File: config.mk
export PLATFORM = sky130hd
export DESIGN_NAME = qft_isqrt
export DESIGN_NICKNAME = d
export VERILOG_FILES = /design/src/rtl/qft_pkg.sv /design/src/rtl/qft_isqrt.sv
export SDC_FILE = /design/constraint.sdc
export NUM_CORES = 2
export LEC_CHECK = 0
export BUFFER_PORTS_ARGS = -buffer_cell sky130_fd_sc_hd__buf_4
export CORE_MARGIN = 3
export CORE_UTILIZATION = 50
export DETAILED_ROUTE_END_ITERATION = 12
export GPL_TIMING_DRIVEN = 0
export MAX_ROUTING_LAYER = met4
export PLACE_DENSITY_LB_ADDON = 0.15
export RECOVER_POWER = 25
export SYNTH_ARGS = -nofsm -noshare
export SYNTH_HDL_FRONTEND = slang
export SYNTH_SLANG_ARGS = --single-unit
File: constraint.sdc
create_clock -name i_clk -period 3.35 [get_ports i_clk]
set_clock_uncertainty 0.2 [all_clocks]
set_input_delay 0.5025 -clock i_clk [delete_from_list [all_inputs] [get_ports i_clk]]
set_output_delay 0.5025 -clock i_clk [all_outputs]
set_load 0.1 [all_outputs]
File: src/rtl/qft_pkg.sv
// Shared types and constants for the shortest-arc quaternion block.
`default_nettype none

package qft_pkg;

    localparam int QFT_COMP_BITS = 16;
    localparam int QFT_RES_BITS  = 16;
    localparam int QFT_FRAC_BITS = QFT_RES_BITS - 2;

    localparam int QFT_ISQ_IN_BITS  = 64;
    localparam int QFT_ISQ_OUT_BITS = QFT_ISQ_IN_BITS / 2;
    localparam int QFT_ISQ_STAGES   = QFT_ISQ_OUT_BITS;

    localparam int QFT_DIV_QUO_BITS = QFT_FRAC_BITS + 1;
    localparam int QFT_DIV_DEN_BITS = 32;
    localparam int QFT_DIV_NUM_BITS = 31 + QFT_FRAC_BITS;
    localparam int QFT_DIV_STAGES   = QFT_DIV_QUO_BITS;

    typedef struct packed {
        logic signed [QFT_COMP_BITS-1:0] u_x;
        logic signed [QFT_COMP_BITS-1:0] u_y;
        logic signed [QFT_COMP_BITS-1:0] u_z;
        logic signed [QFT_COMP_BITS-1:0] v_x;
        logic signed [QFT_COMP_BITS-1:0] v_y;
        logic signed [QFT_COMP_BITS-1:0] v_z;
        logic signed [QFT_COMP_BITS-1:0] fallback_x;
        logic signed [QFT_COMP_BITS-1:0] fallback_y;
        logic signed [QFT_COMP_BITS-1:0] fallback_z;
    } t_qft_in;

    typedef struct packed {
        logic signed [QFT_RES_BITS-1:0] quat_w;
        logic signed [QFT_RES_BITS-1:0] quat_x;
        logic signed [QFT_RES_BITS-1:0] quat_y;
        logic signed [QFT_RES_BITS-1:0] quat_z;
        logic                           opposite_case;
        logic                           degenerate;
    } t_qft_out;

endpackage

`default_nettype wire

File: src/rtl/qft_isqrt.sv
// Pipelined integer square root, one root bit per stage.
`default_nettype none

module qft_isqrt (
    input  wire logic                                 i_clk,
    input  wire logic                                 i_rst_n,
    input  wire logic                                 i_valid,
    input  wire logic [qft_pkg::QFT_ISQ_IN_BITS-1:0]  i_value,
    output logic                                      o_valid,
    output logic      [qft_pkg::QFT_ISQ_OUT_BITS-1:0] o_root
);
    import qft_pkg::*;

    logic [QFT_ISQ_IN_BITS-1:0]  r_rem  [QFT_ISQ_STAGES];
    logic [QFT_ISQ_OUT_BITS-1:0] r_root [QFT_ISQ_STAGES];
    logic [QFT_ISQ_STAGES-1:0]   r_vld;

    for (genvar k = 0; k < QFT_ISQ_STAGES; k++) begin : g_stage
        localparam int B = QFT_ISQ_STAGES - 1 - k;
        logic [QFT_ISQ_IN_BITS-1:0]  rem_i;
        logic [QFT_ISQ_OUT_BITS-1:0] root_i;
        logic [QFT_ISQ_IN_BITS+1:0]  trial;
        logic                        take;

        if (k == 0) begin : g_first
            assign rem_i  = i_value;
            assign root_i = '0;
        end else begin : g_next
            assign rem_i  = r_rem[k-1];
            assign root_i = r_root[k-1];
        end

        assign trial = ({{(QFT_ISQ_IN_BITS+2-QFT_ISQ_OUT_BITS){1'b0}}, root_i} << (B + 1))
                     + ({{(QFT_ISQ_IN_BITS+1){1'b0}}, 1'b1} << (2 * B));
        assign take  = {2'b00, rem_i} >= trial;

        always_ff @(posedge i_clk) begin
            if (take) begin
                r_rem[k]  <= rem_i - trial[QFT_ISQ_IN_BITS-1:0];
                r_root[k] <= root_i | ({{(QFT_ISQ_OUT_BITS-1){1'b0}}, 1'b1} << B);
            end else begin
                r_rem[k]  <= rem_i;
                r_root[k] <= root_i;
            end
        end
    end

    always_ff @(posedge i_clk) begin
        if (!i_rst_n) begin
            r_vld <= '0;
        end else begin
            r_vld <= {r_vld[QFT_ISQ_STAGES-2:0], i_valid};
        end
    end

    assign o_valid = r_vld[QFT_ISQ_STAGES-1];
    assign o_root  = r_root[QFT_ISQ_STAGES-1];

endmodule

`default_nettype wire

==> impl_metrics.ini <==
[routing]
detail-route-antenna-nets = 0
first_pass_iters = 6
drcViolationCount = 0
vias = 71670
wirelength_um = 261300
avgRoutedWirePerCell_um = 19.93
drtIter0Drc = 4794
post_drt_via_cell_ratio = 5.465

[floorplanning]
coreArea_um2 = 188800
rows = 159
io_pins = 100
fp.dieW_um = 443.0
dieArea_um2 = 196200
initial_core_util = 0.5057
die_h_um = 443.0

[synthesis]
netlist_top_cells_count = dfxtp_1, inv_1, nand2_1, nor2_1, ha_1
synth_edf_count = 0
synth_cell_types = 90
yosys.area.top_type = dfxtp_1
yosys_most_used_dff = dfxtp_1
seq_area_frac_synth = 0.5335
netlist_area_um2 = 95470
yosysWarnings = 0
synth_seq_cells = 2544
syn_avg_cell_area_um2 = 9.986
synth_top_cell_area_share = 0.5335
syn_inst = 9560
ys_async_sr_fraction = 0
yosysMostFrequentCell = dfxtp_1
synth_area_leaders = dfxtp_1, ha_1, xnor2_1, xor2_1, a21oi_1
synth_nets = 10190

[run_status]
failed_checks = negative setup slack
status = complete, but fails checks

[worst_setup_path]
cp.arrival_ns = 4.29
critPathKind = register to register
end_kind = register
required_ns = 3.92
crit_buf_inv = 2
critPathTopFamily = simple AND/OR/NAND/NOR gates
crit_slowest_cell = or4b_1
critical-path-max-stage-delay_ns = 0.58
cp-start-kind = register
crit_fanout = 4
crit_chain = inv_2 > ha_4 > nand4b_1 > nor4_4 > nand4_1 > nor4_4 > nor4_4 > o2111a_2 > a311oi_4 > buf_6 > nand4b_1 > or4b_1 > xnor2_1
cpMostUsedCell = nor4_4

[sta]
rsz0062_at_grt = yes
worst_pin_slew_ns = 1.238
slew_viol_final = 0
fmax_mhz = 268.4
hold_viol_final = 0
setup_viol = 161
period_minus_slack_ns = 3.726
maxSlewHeadroom = 0.1671
hold_slack_ns = 0.09670
setup_slack_ns = -0.3762
min_period_over_period = 1.112

[clock_tree]
clock_latency_ns = 0.92
clock_sinks = 2544
cts_made_buffers = 277
root_buffer = clkbuf_16
htreeDepth = 5
clk_pin_slew_ns = 0.06
cts_tree = built
clk_path_buf_depth = 4

[place]
portBuffers = 99
place_congestion = 0.9205
dp_hpwl_um = 189300
preCtsSetupSlack_ns = -1.687
placed_area_um2 = 99460

[power_and_ir_drop]
vdd_drop_max_v = 0.0005890
power_mw = 102.0
p_leak_nw = 54.07
power_density_nw_per_um2 = 840.2

[final_layout]
final_nets = 11050
areaGrowthSynthToFinish_pct = 27.20
final_layout_size_suffix_gt1_frac = 0.2054
design_area_um2 = 121400

[global_route]
grt_max_degree = 17
track_usage = 0.2618
grt_pass1_wl_um = 400100
grt_pass1_vias = 71230
grt_overflow = 0
antenna_found_initial = 14

[min_path]
min_path_type = input port to register

[job]
cap_viol_max_count = 0
kinds of logic (layout without fill, tap and decap cells):
group	after synthesis	in the layout	synth area share
flip-flops	2544	2544	0.5335
multiplexers	80	80	0.009266
adder cells (fa/ha/maj)	558	558	0.07313
buffers and inverters	891	1945	0.03535
AND/OR/NAND/NOR	2822	2822	0.1526
XOR/XNOR	887	887	0.08138
other	0	4	0
AO/OA/AOI/OAI	1778	1779	0.1148
area by class of cell:
type	instances	area (um^2)
Tap cell	2495	3122
Timing Repair Buffer	636	5635
Fill cell	15000	67360
Multi-Input combinational cell	6126	48410
Inverter	702	2675
Buffer	134	1124
Clock inverter	100	1411
Sequential cell	2544	51080
Clock buffer	373	7970
Antenna cell	4	10.01
worst register-to-register path: cells and delay by family (launching register included):
family	cells	cell delay, ns
and+or+nand+nor	7	2.01
DFF	1	0.34
xor gates and xnor gates	1	0.14
AOI/OAI and AO/OA	2	0.41
buffers and inverters	2	0.20
adders and majority gates	1	0.27
layer usage:
layer / share of wire / track usage / up-vias
li1: - / - / 34900
met1: 0.47 / 0.3546 / 34750
met2: 0.47 / 0.4179 / 1579
met3: 0.041 / 0.03115 / 447
met4: 0.022 / 0.06527 / 0
met5: 0 / - / -
state kept, by name, summed over array words and instances, names as in the netlist:
| register | cells |
|---|---|
| r_rem | 1984 |
| r_root | 528 |
| r_vld | 32 |
cell usage in the layout (no fill, tap or decap), types with 360 or more instances in the layout:
master / count
xor2_1: 393
inv_1: 667
a21oi_1: 481
ha_1: 397
buf_4: 426
xnor2_1: 450
nand2_1: 619
nor2_1: 540
dfxtp_1: 2449
o21ai_0: 360
path summary, 6_finish.rpt:
path / from / to / slack, ns / cells after the start
hold reg to reg: r_root[1][140]$_DFF_P_ / r_root[1][172]$_DFF_P_ / 0.12 / 0
setup reg to reg: r_root[1][387]$_DFF_P_ / r_rem[1][891]$_DFF_P_ / -0.38 / 13
setup / recovery: r_root[1][387]$_DFF_P_ / r_rem[1][891]$_DFF_P_ / -0.38 / 13
hold / removal: i_value[44] / r_rem[0][44]$_DFF_P_ / 0.1 / 2
repair_timing:
item / CTS / global route
hold endpoints to repair: 97 / 0
cloned: 14 / 5
hold buffers: 129 / 0
pin swaps: 276 / 316
buffers inserted: 223 / 188
endpoints found under the setup margin: 927 / 789
gates resized for setup: 1051 / 818
through the flow:
stage	setup TNS [ns]	util	cells
after floorplan	-0.02322	-	9560
after global placement	-719.94	0.5267	12150
after detailed placement	-720.77	0.5268	12160
after CTS	-10.22	0.6176	12940
after global routing	-45.32	0.6432	13110
final	-21.92	0.6432	13110
power by group:
group | switching (mW) | leakage [nW] | total, mW | internal (mW)
logic | 14.5 | 28.2 | 27.3 | 12.7
clock network | 11.9 | 4.60 | 31.0 | 19.1
registers | 6.64 | 21.3 | 43.7 | 37.1
Note: power is estimated with default switching activity, not from simulation.
