==> config.mk <==
export PLATFORM = sky130hd
export DESIGN_NAME = qft_div
export DESIGN_NICKNAME = d
export VERILOG_FILES = /design/src/rtl/qft_pkg.sv /design/src/rtl/qft_div.sv
export SDC_FILE = /design/constraint.sdc
export NUM_CORES = 2
export LEC_CHECK = 0
export BUFFER_PORTS_ARGS = -buffer_cell sky130_fd_sc_hd__clkbuf_2
export CAP_MARGIN = 20
export CORE_MARGIN = 3
export CORE_UTILIZATION = 30
export DETAILED_ROUTE_END_ITERATION = 8
export PLACE_DENSITY = 0.41
export SYNTH_ARGS = -nofsm -noshare
export SYNTH_HDL_FRONTEND = slang
export SYNTH_SLANG_ARGS = --single-unit
==> constraint.sdc <==
create_clock -name i_clk -period 4 [get_ports i_clk]
set_clock_uncertainty 0.2 [all_clocks]
set_input_delay 0.2 -clock i_clk [delete_from_list [all_inputs] [get_ports i_clk]]
set_output_delay 0.2 -clock i_clk [all_outputs]
set_load 0.02 [all_outputs]
==> src/rtl/qft_pkg.sv <==
// Shared types and constants for the shortest-arc quaternion block.
`default_nettype none

package qft_pkg;

    localparam int QFT_COMP_BITS = 16;
    localparam int QFT_RES_BITS  = 16;
    localparam int QFT_FRAC_BITS = QFT_RES_BITS - 2;

    localparam int QFT_ISQ_IN_BITS  = 64;
    localparam int QFT_ISQ_OUT_BITS = QFT_ISQ_IN_BITS / 2;
    localparam int QFT_ISQ_STAGES   = QFT_ISQ_OUT_BITS;

    localparam int QFT_DIV_QUO_BITS = QFT_FRAC_BITS + 1;
    localparam int QFT_DIV_DEN_BITS = 32;
    localparam int QFT_DIV_NUM_BITS = 31 + QFT_FRAC_BITS;
    localparam int QFT_DIV_STAGES   = QFT_DIV_QUO_BITS;

    typedef struct packed {
        logic signed [QFT_COMP_BITS-1:0] u_x;
        logic signed [QFT_COMP_BITS-1:0] u_y;
        logic signed [QFT_COMP_BITS-1:0] u_z;
        logic signed [QFT_COMP_BITS-1:0] v_x;
        logic signed [QFT_COMP_BITS-1:0] v_y;
        logic signed [QFT_COMP_BITS-1:0] v_z;
        logic signed [QFT_COMP_BITS-1:0] fallback_x;
        logic signed [QFT_COMP_BITS-1:0] fallback_y;
        logic signed [QFT_COMP_BITS-1:0] fallback_z;
    } t_qft_in;

    typedef struct packed {
        logic signed [QFT_RES_BITS-1:0] quat_w;
        logic signed [QFT_RES_BITS-1:0] quat_x;
        logic signed [QFT_RES_BITS-1:0] quat_y;
        logic signed [QFT_RES_BITS-1:0] quat_z;
        logic                           opposite_case;
        logic                           degenerate;
    } t_qft_out;

endpackage

`default_nettype wire

==> src/rtl/qft_div.sv <==
// Pipelined restoring divider, one quotient bit per stage.
`default_nettype none

module qft_div (
    input  wire logic                                 i_clk,
    input  wire logic [qft_pkg::QFT_DIV_NUM_BITS-1:0] i_num,
    input  wire logic [qft_pkg::QFT_DIV_DEN_BITS-1:0] i_den,
    output logic      [qft_pkg::QFT_DIV_QUO_BITS-1:0] o_quo
);
    import qft_pkg::*;

    localparam int TW = QFT_DIV_NUM_BITS + 1;

    logic [QFT_DIV_NUM_BITS-1:0] r_rem [QFT_DIV_STAGES];
    logic [QFT_DIV_DEN_BITS-1:0] r_den [QFT_DIV_STAGES];
    logic [QFT_DIV_QUO_BITS-1:0] r_quo [QFT_DIV_STAGES];

    for (genvar k = 0; k < QFT_DIV_STAGES; k++) begin : g_stage
        localparam int B = QFT_DIV_STAGES - 1 - k;
        logic [QFT_DIV_NUM_BITS-1:0] rem_i;
        logic [QFT_DIV_DEN_BITS-1:0] den_i;
        logic [QFT_DIV_QUO_BITS-1:0] quo_i;
        logic [TW-1:0]               trial;
        logic [TW-1:0]               diff;
        logic                        take;

        if (k == 0) begin : g_first
            assign rem_i = i_num;
            assign den_i = i_den;
            assign quo_i = '0;
        end else begin : g_next
            assign rem_i = r_rem[k-1];
            assign den_i = r_den[k-1];
            assign quo_i = r_quo[k-1];
        end

        assign trial = {{(TW-QFT_DIV_DEN_BITS){1'b0}}, den_i} << B;
        assign take  = {1'b0, rem_i} >= trial;
        assign diff  = {1'b0, rem_i} - trial;

        always_ff @(posedge i_clk) begin
            r_den[k] <= den_i;
            if (take) begin
                r_rem[k] <= diff[QFT_DIV_NUM_BITS-1:0];
                r_quo[k] <= quo_i | ({{(QFT_DIV_QUO_BITS-1){1'b0}}, 1'b1} << B);
            end else begin
                r_rem[k] <= rem_i;
                r_quo[k] <= quo_i;
            end
        end
    end

    assign o_quo = r_quo[QFT_DIV_STAGES-1];

endmodule

`default_nettype wire

==> summary.txt <==
Critical path
  – R2r endpoint: r_rem[1][178]
  – Bufs and invs on worst path: 2
  – Element type at the critical path end: flop
  – Family with the most delay on the worst path: compound AO/OA/AOI/OAI gates
  – Startpoint types: flop
  – R2R Path Start: r_rem[1][93]
  – Worst reg2reg path depth: 14
  – R2R setup slack: 0.11 ns
  – Maximum fanout along the worst path: 5
  – Critical path type: reg -> reg
  – Cell repeated most along the worst path: o2111ai_1
  – CP Cell Sequence: inv_1 > ha_1 > fa_1 > nor2b_1 > o2111ai_1 > a31oi_1 > o21a_1 > a21boi_1 > o21bai_1 > o221ai_1 > o2111ai_1 > buf_4 > a2111oi_1 > xor2_1
  – CP max-delay cell: fa_1
  – Worst Path Arrival: around 4.3 ns
  – Critical path depth: 14
  – Worst Setup SP: r_rem[1][93]
  – CP peak stage delay: around 0.40 ns
  – CP required: 4.44 ns

Status
  – Outcome: finished clean

Global routing
  – Global route total overflow: 0
  – Largest net degree at the start of global routing: 57
  – Met1 GRT Util: 0.1561
  – First-pass GRT wire length: between 200000 and 250000 um
  – GR Util met2: 0.3130
  – Vias in the first global route: 46250
  – Initial antenna violation count: 0
  – Met3 Usage GRT: 0.02278
  – Gr usage total: 0.1616
  – Global routing's busiest layer: met2

Cells and area
  – Post-route core utilization: 0.3678
  – Share of post-route cells with drive strength above 1: 0.1118
  – N_diodes: 0
  – Area Overhead vs Synth: 21.04%
  – Nets: between 7000 and 8000

Synthesis
  – Synth area leader: dfxtp_1
  – Count leader, synth: dfxtp_1
  – Syn Std Cell Area: roughly 57000 sq um
  – Top cells by area, synth: dfxtp_1 (42%), ha_1 (11%), a21oi_1 (4.5%)
  – Synth top area share: 0.4229
  – Avg Inst Size Synth: 9.037 sq um
  – Post-synthesis register bit count: between 1000 and 1500
  – Cell variety after synth: a little over 100
  – Synth warnings: 0
  – Synthesized instance count: about 6300
  – Top cells by count, synth: dfxtp_1 (1198), inv_1 (615), nand2_1 (517), a21oi_1 (508), ha_1 (479)
  – Top FF cell, synth: dfxtp_1
  – Post-synthesis sequential area ratio: 0.4229
  – Post-synth EDFFs: 0
  – Ys async rst share: 0
  – Syn Nets: 6846

Timing
  – Fin crit share: 0.9733
  – Hold_ws: around 0.081 ns
  – RSZ-0062 raised after global routing: no
  – Slew headroom: 0.3458
  – Setup TNS: 0 ns
  – Worst Max-Slew Pin Slew: 0.9754 ns
  – Tmin final: 3.893 ns
  – Fmax: between 200 and 300 MHz
  – # setup viols final: 0
  – Slew Viols, Final: 0
  – Final Hold Fails: 0

Clock tree
  – Clock root buffer: clkbuf_16
  – H-tree depth: 4
  – Clock Sinks: ~1200
  – Clock tree buffer depth: 3
  – CTS tree: yes
  – Clock-pin slew on the worst setup and hold paths: roughly 0.05 ns
  – Clock latency at the later pin of the worst-skew pair: 0.79 ns
  – TritonCTS Buffers: roughly 150

Pwr
  – Power Density: approximately 830 nW/um^2
  – PnR Total Power: about 57000 uW
  – Flop pwr share: 0.306
  – Clk pwr share: 0.239
  – Switching Power: roughly 22000 uW
  – Leak: roughly 0.031 uW
  – Worst vdd ir: 0.0003735 V
  – Switching Share: 0.3808
  – P_int: 35430 uW
  – Power share of the combinational group: 0.455

Die
  – Total die area: between 150000 and 200000 sq um
  – # rows: roughly 160
  – Effective utilization at floorplan: 0.3039
  – I/O pin count: between 90 and 100
  – Core area: 186600 sq um
  – Die Y: roughly 440 um
  – Die X: 440.8 um

Worst hold path
  – Hold crit path type: in -> reg
  – Hold Path Sink: r_rem[0][44]
  – Hold wc startpoint: i_num[44]
  – Worst hold stages: 4

Drt
  – Routed WL: 158600 um
  – DRT antenna net count: 0
  – # DRC: 0
  – Detailed Routing Iterations Pass 1: 5
  – First DRT Iteration DRCs: approximately 1800
  – Vias/cell: between 4 and 5
  – Wire per inst: between 15 and 20 um
  – Vias post-DR: roughly 44000

Job
  – Maxcap violations: 0

Place
  – PortBufs: 92
  – HPWL Detailed: 128400 um
  – Final Wtd Congestion: around 0.91
-- layout by cell type, fill, tap and decap left out, types with 92 or more instances in the layout --
| cell | n |
|---|---|
| a21o_1 | 247 |
| a21oi_1 | 504 |
| buf_4 | 227 |
| clkbuf_16 | 147 |
| clkbuf_2 | 92 |
| dfxtp_1 | 1198 |
| dlygate4sd3_1 | 170 |
| ha_1 | 479 |
| inv_1 | 615 |
| nand2_1 | 516 |
| nand3_1 | 102 |
| nor2_1 | 359 |
| o21ai_0 | 446 |
| xnor2_1 | 248 |
| xor2_1 | 202 |
-- worst max path at each step --
stage | to | slack (ns)
2_1_floorplan | r_rem[0][60] | 0.54
3_3_place_gp | r_rem[1][227] | 0.04
3_5_place_dp | r_rem[1][227] | -0.004
4_1_cts | r_rem[1][227] | 0.07
5_1_grt | r_rem[0][59] | 0.007
6_report | r_rem[1][178] | 0.11
-- through the flow --
step	instances	worst slack, ns	area, sq um
after CTS	9374	0.07145	68500
after global routing	9377	0.007180	68640
after global placement	8934	0.03854	61730
after floorplan	6275	0.5353	56710
after detailed placement	8934	-0.003921	61730
final	9377	0.1069	68640
-- what timing repair did --
item                                    4_1_cts  5_1_grt
setup buffers                                 2        2
endpoints found under the hold margin        77        0
gates cloned                                  0        1
resized for setup                             0       19
endpoints found under the setup margin        1       80
pin swaps                                     1        3
hold buffers                                170        0
-- power by group through the flow --
stage	logic [uW]	clock network, uW	registers, uW
after floorplan	18900	0	17000
after global placement	25900	0	17900
after detailed placement	25900	0	17800
after CTS	26200	14300	17500
after global routing	29100	14700	17900
final	26000	13700	17500
-- tightest hold or removal path: stages --
cell           delay, ns
dlygate4sd3_1       0.53
clkbuf_2            0.13
nor2_1              0.10
a21oi_1             0.05
-- cell type report --
| type | count | area (sq um) |
|---|---|---|
| Fill cell | 19040 | 118000 |
| Multi-Input combinational cell | 4304 | 29920 |
| Sequential cell | 1198 | 23980 |
| Timing Repair Buffer | 509 | 4254 |
| Clock buffer | 208 | 4177 |
| Tap cell | 2480 | 3103 |
| Inverter | 618 | 2320 |
| Clock inverter | 60 | 879.6 |
-- flip-flops by register name, summed over array words and instances, names as in the netlist --
signal  cells
r_rem     630
r_quo     120
r_den     448
-- metal layers --
metal,part of all wire,wire length [um]
met3,0.026,4074
met2,0.52,82890
met1,0.38,59680
met5,0,0
met4,0.075,11920
-- kinds of logic (layout without fill, tap and decap cells) --
| logic type | after synthesis | after routing | share of synthesized area |
|---|---|---|---|
| buf+inv | 773 | 1395 | 0.05253 |
| compound gates | 1695 | 1695 | 0.1874 |
| mux | 117 | 117 | 0.02469 |
| flops | 1198 | 1198 | 0.4229 |
| xor+xnor | 450 | 450 | 0.06950 |
| simple gates | 1549 | 1549 | 0.1323 |
| fa+ha+maj | 493 | 493 | 0.1106 |
No activity file was read; power rests on OpenSTA's default activity.
